**src/hw/rtl/pop_pkg.sv**
```systemverilog
// pop_pkg: constants, codes and shared types of the patch overlap average core.
// No dependencies; imported by pop_div, pop_store, patch_overlap_average_core, pop_checker and tb_top.
package pop_pkg;

  localparam int MAX_PATCHES   = 256;
  localparam int MAX_PATCH_LEN = 64;
  localparam int SAMPLE_BITS   = 16;

  localparam int PIDX_W = $clog2(MAX_PATCHES);
  localparam int OFF_W  = $clog2(MAX_PATCH_LEN);
  localparam int ADDR_W = PIDX_W + OFF_W;
  localparam int HOP_W  = OFF_W + 1;
  localparam int CNT_W  = OFF_W + 1;
  localparam int NP_W   = PIDX_W + 1;
  localparam int POS_W  = 16;
  localparam int I_W    = POS_W + 1;
  localparam int SUM_W  = SAMPLE_BITS + OFF_W;
  localparam int DIV_W  = (SUM_W > I_W) ? SUM_W : I_W;
  localparam int DCNT_W = $clog2(DIV_W);
  localparam int PROD_W = PIDX_W + HOP_W;
  localparam int CIDX_W = 3;
  localparam int CDAT_W = 16;

  localparam logic ACT_LOAD  = 1'b0;
  localparam logic ACT_QUERY = 1'b1;

  localparam logic [CIDX_W-1:0] REG_HOP         = 3'd0;
  localparam logic [CIDX_W-1:0] REG_PATCH_LEN   = 3'd1;
  localparam logic [CIDX_W-1:0] REG_NUM_PATCHES = 3'd2;
  localparam logic [CIDX_W-1:0] REG_START_POS   = 3'd3;
  localparam logic [CIDX_W-1:0] REG_OUT_COUNT   = 3'd4;

  typedef struct packed {
    logic             start;
    logic [DIV_W-1:0] dividend;
    logic [HOP_W-1:0] divisor;
  } div_req_t;

  typedef struct packed {
    logic             done;
    logic [DIV_W-1:0] quotient;
  } div_rsp_t;

endpackage

```
**src/hw/rtl/pop_div.sv**
```systemverilog
// pop_div: shared restoring divider, one quotient bit per cycle.
// Depends on pop_pkg (widths, request and response types).
module pop_div
  import pop_pkg::*;
(
  input  logic     clk,
  input  logic     rst,
  input  div_req_t req,
  output div_rsp_t rsp
);

  logic [DIV_W-1:0]  work;
  logic [HOP_W-1:0]  rem;
  logic [HOP_W-1:0]  dvs;
  logic [DCNT_W-1:0] count;
  logic              busy;
  logic              done;
  logic [HOP_W:0]    trial;
  logic              fits;

  assign trial = {rem, work[DIV_W-1]};
  assign fits  = trial >= {1'b0, dvs};

  always_ff @(posedge clk) begin
    if (rst) begin
      busy <= 1'b0;
      done <= 1'b0;
    end else begin
      done <= 1'b0;
      if (req.start) begin
        busy <= 1'b1;
      end else if (busy && count == '0) begin
        busy <= 1'b0;
        done <= 1'b1;
      end
    end
  end

  always_ff @(posedge clk) begin
    if (req.start) begin
      work  <= req.dividend;
      rem   <= '0;
      dvs   <= req.divisor;
      count <= DCNT_W'(DIV_W - 1);
    end else if (busy) begin
      count <= count - 1'b1;
      if (fits) begin
        rem  <= HOP_W'(trial - {1'b0, dvs});
        work <= {work[DIV_W-2:0], 1'b1};
      end else begin
        rem  <= trial[HOP_W-1:0];
        work <= {work[DIV_W-2:0], 1'b0};
      end
    end
  end

  assign rsp.done     = done;
  assign rsp.quotient = work;

endmodule

```
**config.mk**
```make
export PLATFORM = sky130hd
export DESIGN_NAME = pop_div
export DESIGN_NICKNAME = d
export VERILOG_FILES = /design/src/hw/rtl/pop_pkg.sv /design/src/hw/rtl/pop_div.sv
export SDC_FILE = /design/constraint.sdc
export NUM_CORES = 1
export LEC_CHECK = 0
export BUFFER_PORTS_ARGS = -buffer_cell sky130_fd_sc_hd__buf_2
export CORE_ASPECT_RATIO = 0.9
export CORE_MARGIN = 4
export CORE_UTILIZATION = 56
export CTS_CLUSTER_DIAMETER = 50
export CTS_CLUSTER_SIZE = 10
export DETAILED_ROUTE_END_ITERATION = 8
export PLACE_DENSITY = 0.8
export RECOVER_POWER = 50
export SKIP_LAST_GASP = 1
export SYNTH_ARGS = -nofsm -noshare
export SYNTH_HDL_FRONTEND = slang
export SYNTH_SLANG_ARGS = --single-unit
```
**constraint.sdc**
```tcl
create_clock -name clk -period 3.8 [get_ports clk]
set_input_delay 0.57 -clock clk [delete_from_list [all_inputs] [get_ports clk]]
set_output_delay 0.57 -clock clk [all_outputs]
set_load 0.05 [all_outputs]
```
==> results of run 1 <==
[flip-flops by register name, indices dropped and copies added, names as in the netlist]
register / flops
busy: 1
count: 5
done: 1
dvs: 7
rem: 7
work: 22
[layout make-up]
cell class                      count  area, um2
Inverter                           13       48.8
Clock inverter                      3       38.8
Multi-Input combinational cell    109        881
Timing Repair Buffer               55        255
Clock buffer                        5       68.8
Fill cell                         264       1000
Tap cell                           44       55.1
Sequential cell                    43       1150
[stage by stage]
step | hold WS [ns] | worst slack (ns) | power [mW] | instances
final | 0.453 | 1.13 | 1.22 | 272
after floorplan | 0.471 | 1.37 | 0.822 | 173
after global routing | 0.443 | 0.928 | 1.29 | 272
after global placement | 0.489 | 1.58 | 0.881 | 264
after CTS | 0.448 | 1.37 | 1.23 | 272
after detailed placement | 0.498 | 1.38 | 0.894 | 264
[worst min-delay path by stage]
stage / end
floorplan: count[4]$_SDFFE_PP1P_
global placement: count[4]$_SDFFE_PP1P_
detailed placement: rem[6]$_SDFFE_PP0P_
CTS: dvs[1]$_DFFE_PP_
global route: dvs[5]$_DFFE_PP_
finish: dvs[6]$_DFFE_PP_
[worst max-delay path, delay by kind of cell]
kind                   cells  cell delay [ns]
multiplexers               1             0.47
buffers and inverters      2             1.64
[cells by family (layout without fill, tap and decap cells)]
family / count (synthesis) / count (layout) / synth area share [%]
buf+inv: 21 / 76 / 4.30
mux: 26 / 26 / 13.6
flops: 43 / 43 / 54.2
fa+ha+maj: 10 / 10 / 6.25
xor+xnor: 6 / 6 / 2.48
compound gates: 22 / 22 / 7.37
simple gates: 45 / 45 / 11.8
[power by group through the flow]
stage | combinational [mW] | clock, mW | sequential (mW)
floorplan | 0.152 | 0 | 0.671
global placement | 0.295 | 0 | 0.586
detailed placement | 0.306 | 0 | 0.588
CTS | 0.306 | 0.346 | 0.578
global route | 0.328 | 0.373 | 0.585
finish | 0.302 | 0.340 | 0.578
[cells in the final DEF (no fill, tap or decap), types with 2 or more instances in the layout]
| cell type | count |
|---|---|
| buf_2 | 39 |
| nand2_1 | 7 |
| xor2_1 | 3 |
| a21oi_1 | 4 |
| a211oi_1 | 6 |
| nor3b_1 | 3 |
| nor2_1 | 15 |
| o21ai_0 | 4 |
| dfxtp_1 | 14 |
| ha_1 | 9 |
| mux2i_1 | 3 |
| inv_1 | 13 |
| clkbuf_1 | 16 |
| clkbuf_8 | 5 |
| edfxtp_1 | 29 |
| a311oi_1 | 3 |
| nand2b_1 | 7 |
| nor4b_1 | 2 |
| or3_1 | 2 |
| xnor2_1 | 3 |
| mux2_2 | 23 |
| nand3_1 | 3 |
| nor3_1 | 2 |
[metal layers]
metal	vias up	global-route usage, %	wire length [um]
li1	740	-	-
met1	688	22.0	1730
met2	43	32.1	2050
met3	9	5.02	227
met4	0	7.83	67
met5	-	0	0
==> impl_metrics.csv, run 1 <==
group,metric,value,unit
sta,clock_skew,0.00556,ns
pwr,ir_drop,0.365,mV
cts,cts.repair.resized,0,
yosys,yosys.area.top_type,"edfxtp_1",
global_routing,grt_pass1_vias,1510,
layout,diodes,0,
run_status,violations,"max-capacitance violations, max-slew violations",
global_routing,grt_start_max_net_pins,44,
run_status,outcome,"finished, violations left",
critical_path,crit_type,"in2reg",
sta,fin_tns_setup,0,ns
pwr,combPwrFrac,24.8,%
routing,ant_nets,0,
yosys,synthFlopType,"edfxtp_1",
routing,routed_wl,4080,um
pwr,p_seq_share,47.4,%
yosys,yosysUniqueCellTypes,34,
floorplanning,die-area,4840,um2
yosys,synth.net_count,215,
sta,slew_viol_final,44,
sta,setup_violations,0,
critical_path,r2r-start,"work[21]$_DFFE_PP_",
yosys,ys_seq_area_share,54.2,%
critical_path,crit_path_top_delay_cell,"clkbuf_1",
critical_path,r2r_end,"rem[5]$_SDFFE_PP0P_",
yosys,yosys-top-cells-count,"edfxtp_1 (29), mux2_2 (23), nor2_1 (15), dfxtp_1 (14), inv_1 (13)",
cts,cts_tree,"built",
yosys,yosysMostFrequentCell,"edfxtp_1",
yosys,syn_inst,173,
routing,vias_per_cell,5.44,
routing,post_drt_wl_per_cell,15.0,um
sta,finalCritPeriodShare,70.3,%
global_routing,grt_util_all_layers,18.7,%
critical_path,r2r_slack,1.32,ns
worst_hold_path,hold_depth,1,
layout,design_area,2500,um2
yosys,yosysWarnings,0,
critical_path,worst-r2r-cell-count,8,
yosys,synth_top_area_share,41.0,%
sta,post-route-min-period,2.67,ns
place,dpl.hpwl,3060,um
sta,fmax,374,MHz
critical_path,crit_start,"req[29]",
critical_path,crit_chain,"clkbuf_1 -> clkbuf_1 -> mux2_2",
cts,clk_path_buf_depth,2,
cts,numCtsBuffers,5,
routing,vias,1480,
floorplanning,core_area,3500,um2
job,cap_violations,1,
critical_path,cp.arrival,2.71,ns
layout,nets,269,
global_routing,grt_antenna_before_repair,0,
global_routing,grt_overflow,0,
cts,cts-root-buf,"clkbuf_8",
sta,rsz0062_at_grt,"false",
critical_path,worstPathMaxFanout,43,
sta,tightestPinTransition,2.09,ns
floorplanning,die_h,66.4,um
cts,clk_pin_slew_worst_paths,0.08,ns
pwr,p_per_area,488,nW/um2
place,post_dp_cell_area,2410,um2
routing,drtIter0Drc,77,
worst_hold_path,min-delay-start,"req[6]",
pwr,p_sw,0.374,mW
floorplanning,start_util,60.6,%
global_routing,grt_pass1_wl,6900,um
critical_path,crit_top_cell,"clkbuf_1",
floorplanning,die_w,72.9,um
floorplanning,io_pins,55,
pwr,power.internal,0.846,mW
critical_path,critPathRequiredTime,3.84,ns
sta,hold_viol_final,0,
cts,clock_latency,0.29,ns
critical_path,max_stage_delay,1.51,ns
routing,drc,0,
cts,hold_buffers,0,
cts,cts_setup_buffers,0,
layout,area_delta_synth_final,17.7,%
yosys,synth_area_leaders,"edfxtp_1 (41%), dfxtp_1 (13%), mux2_2 (12%)",
layout,final_util,71.3,%
yosys,syn-cell-area,2120,um2
pwr,leakage,1.00,nW
yosys,ys_seq_elements,43,
place,port_buffers,54,
pwr,swShare,30.7,%
critical_path,cp-endpoint,"work[18]$_DFFE_PP_",
place,gp_congestion,0.839,
yosys,synth_edf_count,29,
cts,htreeDepth,2,
critical_path,end_kind,"flop",
floorplanning,fp-row-count,20,
pwr,clock_power_share,27.8,%
routing,drtPass1Iterations,5,
sta,max_slew_margin,-39.5,%
layout,drive_above_1_share,31.1,%
yosys,avgSynthCellArea,12.3,um2
critical_path,critPathLaunchType,"input pin",
cts,clock-sinks,43,
worst_hold_path,hold_class,"in2reg",
yosys,synthArstFlopShare,0,%
Power figures use the tool's default switching activity.
==> run 2, diff against run 1 <==
Settings changed: CORE_UTILIZATION 56 to 52, PLACE_DENSITY 0.8 to 0.75.
Clock period 3.8 ns to 2.76 ns, I/O delays scaled along.
==> run 2 against run 1 <==
Hold slack lost 0.16 ns. Critical endpoint is now work[13]$_DFFE_PP_. Combinational power up 37%. The flow still finishes with violations (max-capacitance violations, max-slew violations). Final area rose by 1.1%. Sequential share of layout area is 0.48 points lower. Critical path type unchanged. Largest power group unchanged. Highest routed layer unchanged. Non-clock buffer count up 1.
==> impl_metrics.csv, run 2 (synthesis gave the netlist of run 1 again) <==
group,metric,value,unit
run_status,outcome,"finished, violations left",
run_status,violations,"max-capacitance violations, max-slew violations",
sta,rsz0062_at_grt,"false",
routing,ant_nets,0,
layout,drive_above_1_share,34.1,%
critical_path,critPathRequiredTime,2.80,ns
layout,regMostFlops,"work",
routing,drtPass1Iterations,4,
pwr,fin_total_pwr,1.71,mW
layout,top_regs,"work: 22 flops, dvs: 7 flops, rem: 7 flops",
layout,largest_reg_flops,22,
sta,post-route-min-period,2.44,ns
sta,finalCritPeriodShare,88.4,%
critical_path,crit_type,"in2reg",
layout,layout_commonest_cell,"buf_2",
layout,design_area,2520,um2
layout,diodes,0,
cts,clock-sinks,43,
cts,clk_path_buf_depth,2,
global_routing,grt_util_all_layers,16.1,%
layout,mostFrequentLayoutCells,"buf_2 (44), edfxtp_1 (29), mux2_2 (23)",
pwr,p_per_area,676,nW/um2
routing,vias,1487,
floorplanning,fp-row-count,21,
global_routing,grt_overflow,0,
floorplanning,io_pins,55,
routing,drc,0,
routing,drtIter0Drc,74,
floorplanning,die_h,68.6,um
sta,hold_viol_final,0,
sta,tightestPinTransition,2.04,ns
sta,fin_tns_setup,0,ns
cts,hold_buffers,0,
layout,nets,270,
cts,numCtsBuffers,5,
cts,cts-root-buf,"clkbuf_8",
routing,vias_per_cell,5.41,
place,post_dp_cell_area,2420,um2
cts,cts_setup_buffers,0,
critical_path,worstPathMaxFanout,43,
place,pre_cts_slack,0.383,ns
job,cap_violations,1,
floorplanning,start_util,55.3,%
floorplanning,core_area,3840,um2
critical_path,cp.arrival,2.48,ns
layout,area_delta_synth_final,18.9,%
sta,max_slew_margin,-35.9,%
global_routing,grt_pass1_vias,1488,
floorplanning,die_w,75.4,um
cts,cts.repair.resized,0,
global_routing,grt_antenna_before_repair,0,
pwr,leakage,1.03,nW
cts,htreeDepth,2,
sta,worst_slack,0.320,ns
routing,post_drt_wl_per_cell,14.0,um
global_routing,grt_pass1_wl,6330,um
cts,cts_tree,"built",
critical_path,critPathLaunchType,"input pin",
critical_path,end_kind,"flop",
place,gp_congestion,0.878,
sta,setup_violations,0,
cts,clk_pin_slew_worst_paths,0.08,ns
sta,fmax,410,MHz
place,port_buffers,54,
sta,clock_skew,0.0108,ns
pwr,ir_drop,0.440,mV
global_routing,grt_start_max_net_pins,44,
layout,fill_cells,306,
cts,clock_latency,0.29,ns
routing,routed_wl,3860,um
sta,slew_viol_final,44,
place,dpl.hpwl,2950,um
worst_hold_path,hold_class,"in2reg",
layout,final_util,65.8,%
floorplanning,die-area,5170,um2
==> run 2: cell count changes in the layout (fill, tap and decap cells not counted), sizes merged <==
| cell | change |
|---|---|
| buf | +6 |
| clkinv | -1 |
| clkbuf | -4 |
==> run 2: worst paths after layout <==
path,cells after the start,endpoint,slack [ns],from
setup reg to reg,8,rem[4]$_SDFFE_PP0P_,0.36,work[21]$_DFFE_PP_
setup / recovery,3,work[13]$_DFFE_PP_,0.32,req[29]
hold reg to reg,2,count[1]$_SDFFE_PP0P_,0.51,count[1]$_SDFFE_PP0P_
hold / removal,2,busy$_SDFFE_PP0P_,0.30,rst
==> run 2: per-layer routing <==
metal	track usage, %	vias up	wire (um)
met2	26.9	40	1880
met3	4.64	7	243
met5	0	-	0
met1	19.6	702	1680
li1	-	738	-
met4	6.11	0	53
==> run 2: final cells by class <==
class                      count  area [um2]  share of cell area (%)
clock buffer                   6        82.6                    3.27
clock inverter                 2        35.0                    1.39
multi-input combinational    109         881                    34.9
tap                           46        57.6                    2.28
timing repair buffer          56         269                    10.7
sequential                    43        1150                    45.6
inverter                      13        48.8                    1.93
==> run 2: where the power goes <==
group | switching [mW] | internal (mW) | total (mW)
clock | 0.203 | 0.293 | 0.495
sequential | 0.0381 | 0.758 | 0.796
combinational | 0.269 | 0.146 | 0.415
total | 0.510 | 1.20 | 1.71
==> run 2: stage by stage <==
stage / hold slack (ns) / cells
2_1_floorplan: 0.471 / 173
3_3_place_gp: 0.488 / 267
3_5_place_dp: 0.502 / 267
4_1_cts: 0.291 / 275
5_1_grt: 0.281 / 275
6_report: 0.296 / 275
==> run 2: worst max-delay path: stages <==
cell      delay, ns
clkbuf_1       0.12
clkbuf_1       1.48
mux2_2         0.46
==> run 3, diff against run 2 <==
Clock period 2.76 ns to 2.48 ns, I/O delays scaled along.
==> run 3 against run 2 <==
Critical path type is now reg2reg. Non-clock buffer count up 2. Via count up 0.13%. Clock power up 8.9%. The flow now finishes without violations. Flip-flop and latch count unchanged. Largest power group unchanged. Highest routed layer unchanged.
==> impl_metrics.csv, run 3 (synthesis gave the netlist of run 1 again) <==
group,metric,value,unit
run_status,outcome,"completed",
cts,clock-sinks,43,
critical_path,crit_path_top_delay_cell,"fa_1",
critical_path,cp.arrival,2.42,ns
floorplanning,die-area,5170,um2
critical_path,critPathLaunchType,"flop",
routing,drtPass1Iterations,5,
routing,ant_nets,0,
place,port_buffers,54,
sta,clock_skew,0.0109,ns
cts,htreeDepth,2,
cts,cts-root-buf,"clkbuf_8",
layout,final_util,66.8,%
worst_hold_path,hold_class,"in2reg",
floorplanning,fp-row-count,21,
cts,numCtsBuffers,5,
layout,layout_commonest_cell,"buf_2",
cts,hold_buffers,0,
sta,tightestPinTransition,0.917,ns
floorplanning,io_pins,55,
global_routing,grt_util_all_layers,16.5,%
sta,fin_tns_setup,0,ns
critical_path,cp_top_family,"adder cells",
sta,slew_viol_final,0,
routing,drtIter0Drc,56,
cts,clk_path_buf_depth,2,
job,cap_violations,0,
place,dpl.hpwl,3000,um
pwr,ir_drop,0.486,mV
critical_path,crit_type,"reg2reg",
layout,area_delta_synth_final,20.6,%
sta,hold_viol_final,0,
layout,diodes,0,
floorplanning,die_w,75.4,um
sta,max_slew_margin,38.9,%
sta,fmax,448,MHz
place,gp_congestion,0.882,
layout,drive_above_1_share,37.2,%
critical_path,crit_buf_inv,1,
critical_path,critPathRequiredTime,2.67,ns
routing,vias_per_cell,5.38,
critical_path,max_stage_delay,0.38,ns
global_routing,grt_overflow,0,
layout,largest_reg_flops,22,
pwr,p_per_area,742,nW/um2
layout,fill_cells,303,
sta,rsz0062_at_grt,"false",
sta,setup_violations,0,
layout,mostFrequentLayoutCells,"buf_2 (48), edfxtp_1 (29), mux2_2 (23)",
floorplanning,start_util,55.3,%
global_routing,grt_start_max_net_pins,29,
global_routing,grt_pass1_vias,1492,
cts,cts.repair.resized,0,
routing,post_drt_wl_per_cell,14.2,um
layout,nets,272,
critical_path,end_kind,"flop",
routing,drc,0,
pwr,leakage,1.05,nW
critical_path,crit_chain,"inv_1 -> ha_1 -> fa_1 -> nand2b_1 -> a211oi_1 -> or3_4 -> nor4b_4 -> a221o_1",
cts,clk_pin_slew_worst_paths,0.09,ns
routing,routed_wl,3940,um
global_routing,grt_pass1_wl,6330,um
layout,regMostFlops,"work",
critical_path,worstPathMaxFanout,8,
routing,vias,1489,
global_routing,grt_antenna_before_repair,0,
floorplanning,core_area,3840,um2
cts,cts_setup_buffers,0,
floorplanning,die_h,68.6,um
sta,post-route-min-period,2.23,ns
layout,top_regs,"work: 22 flops, dvs: 7 flops, rem: 7 flops",
sta,finalCritPeriodShare,90.1,%
cts,cts_tree,"built",
cts,clock_latency,0.30,ns
## run 3: cell count changes in the layout (fill, tap and decap cells not counted)
cell and change:
buf_4 +2, or3_1 -1, buf_12 +1, buf_2 +4, clkinv_4 +1, or3_4 +1
clkbuf_1 -5, clkbuf_8 -1
## run 3: metal layers
layer	global-route usage (%)	vias to the layer above	part of all wire, %
met5	0	-	0
met4	6.33	0	1.1
met3	5.80	8	7.4
met2	27.6	54	49
met1	19.4	678	42
li1	-	749	-
## run 3: path summary, 6_finish.rpt
kind / from / end / slack [ns] / cells past startpoint
worst max-delay path: work[21]$_DFFE_PP_ / rem[1]$_SDFFE_PP0P_ / 0.25 / 8
worst min-delay path: rst / busy$_SDFFE_PP0P_ / 0.24 / 2
worst min register to register: rem[6]$_SDFFE_PP0P_ / rem[6]$_SDFFE_PP0P_ / 0.51 / 2
worst max register to register: work[21]$_DFFE_PP_ / rem[1]$_SDFFE_PP0P_ / 0.25 / 8
## run 3: area by class of cell
| cell class | count | area [um2] | share of cell area (%) |
|---|---|---|---|
| Clock buffer | 5 | 68.8 | 2.69 |
| Clock inverter | 3 | 43.8 | 1.71 |
| Inverter | 13 | 48.8 | 1.91 |
| Multi-Input combinational cell | 109 | 886 | 34.6 |
| Sequential cell | 43 | 1150 | 44.9 |
| Tap cell | 46 | 57.6 | 2.25 |
| Timing Repair Buffer | 58 | 305 | 11.9 |
## run 3: report_power, final
| part | switching (mW) | leakage (nW) | internal, mW |
|---|---|---|---|
| combinational | 0.307 | 0.590 | 0.174 |
| clock | 0.239 | 0.0581 | 0.300 |
| sequential | 0.0387 | 0.405 | 0.843 |
## run 3: through the flow
| stage | instance area (um2) | cells | hold WS [ns] | setup WS (ns) | power (mW) |
|---|---|---|---|---|---|
| after global placement | 2450 | 269 | 0.488 | 0.256 | 1.36 |
| after floorplan | 2120 | 173 | 0.445 | 0.0522 | 1.26 |
| final | 2560 | 277 | 0.245 | 0.246 | 1.90 |
| after detailed placement | 2450 | 269 | 0.498 | 0.114 | 1.38 |
| after CTS | 2560 | 277 | 0.237 | 0.0987 | 1.92 |
| after global routing | 2560 | 277 | 0.237 | 0.0209 | 2.00 |
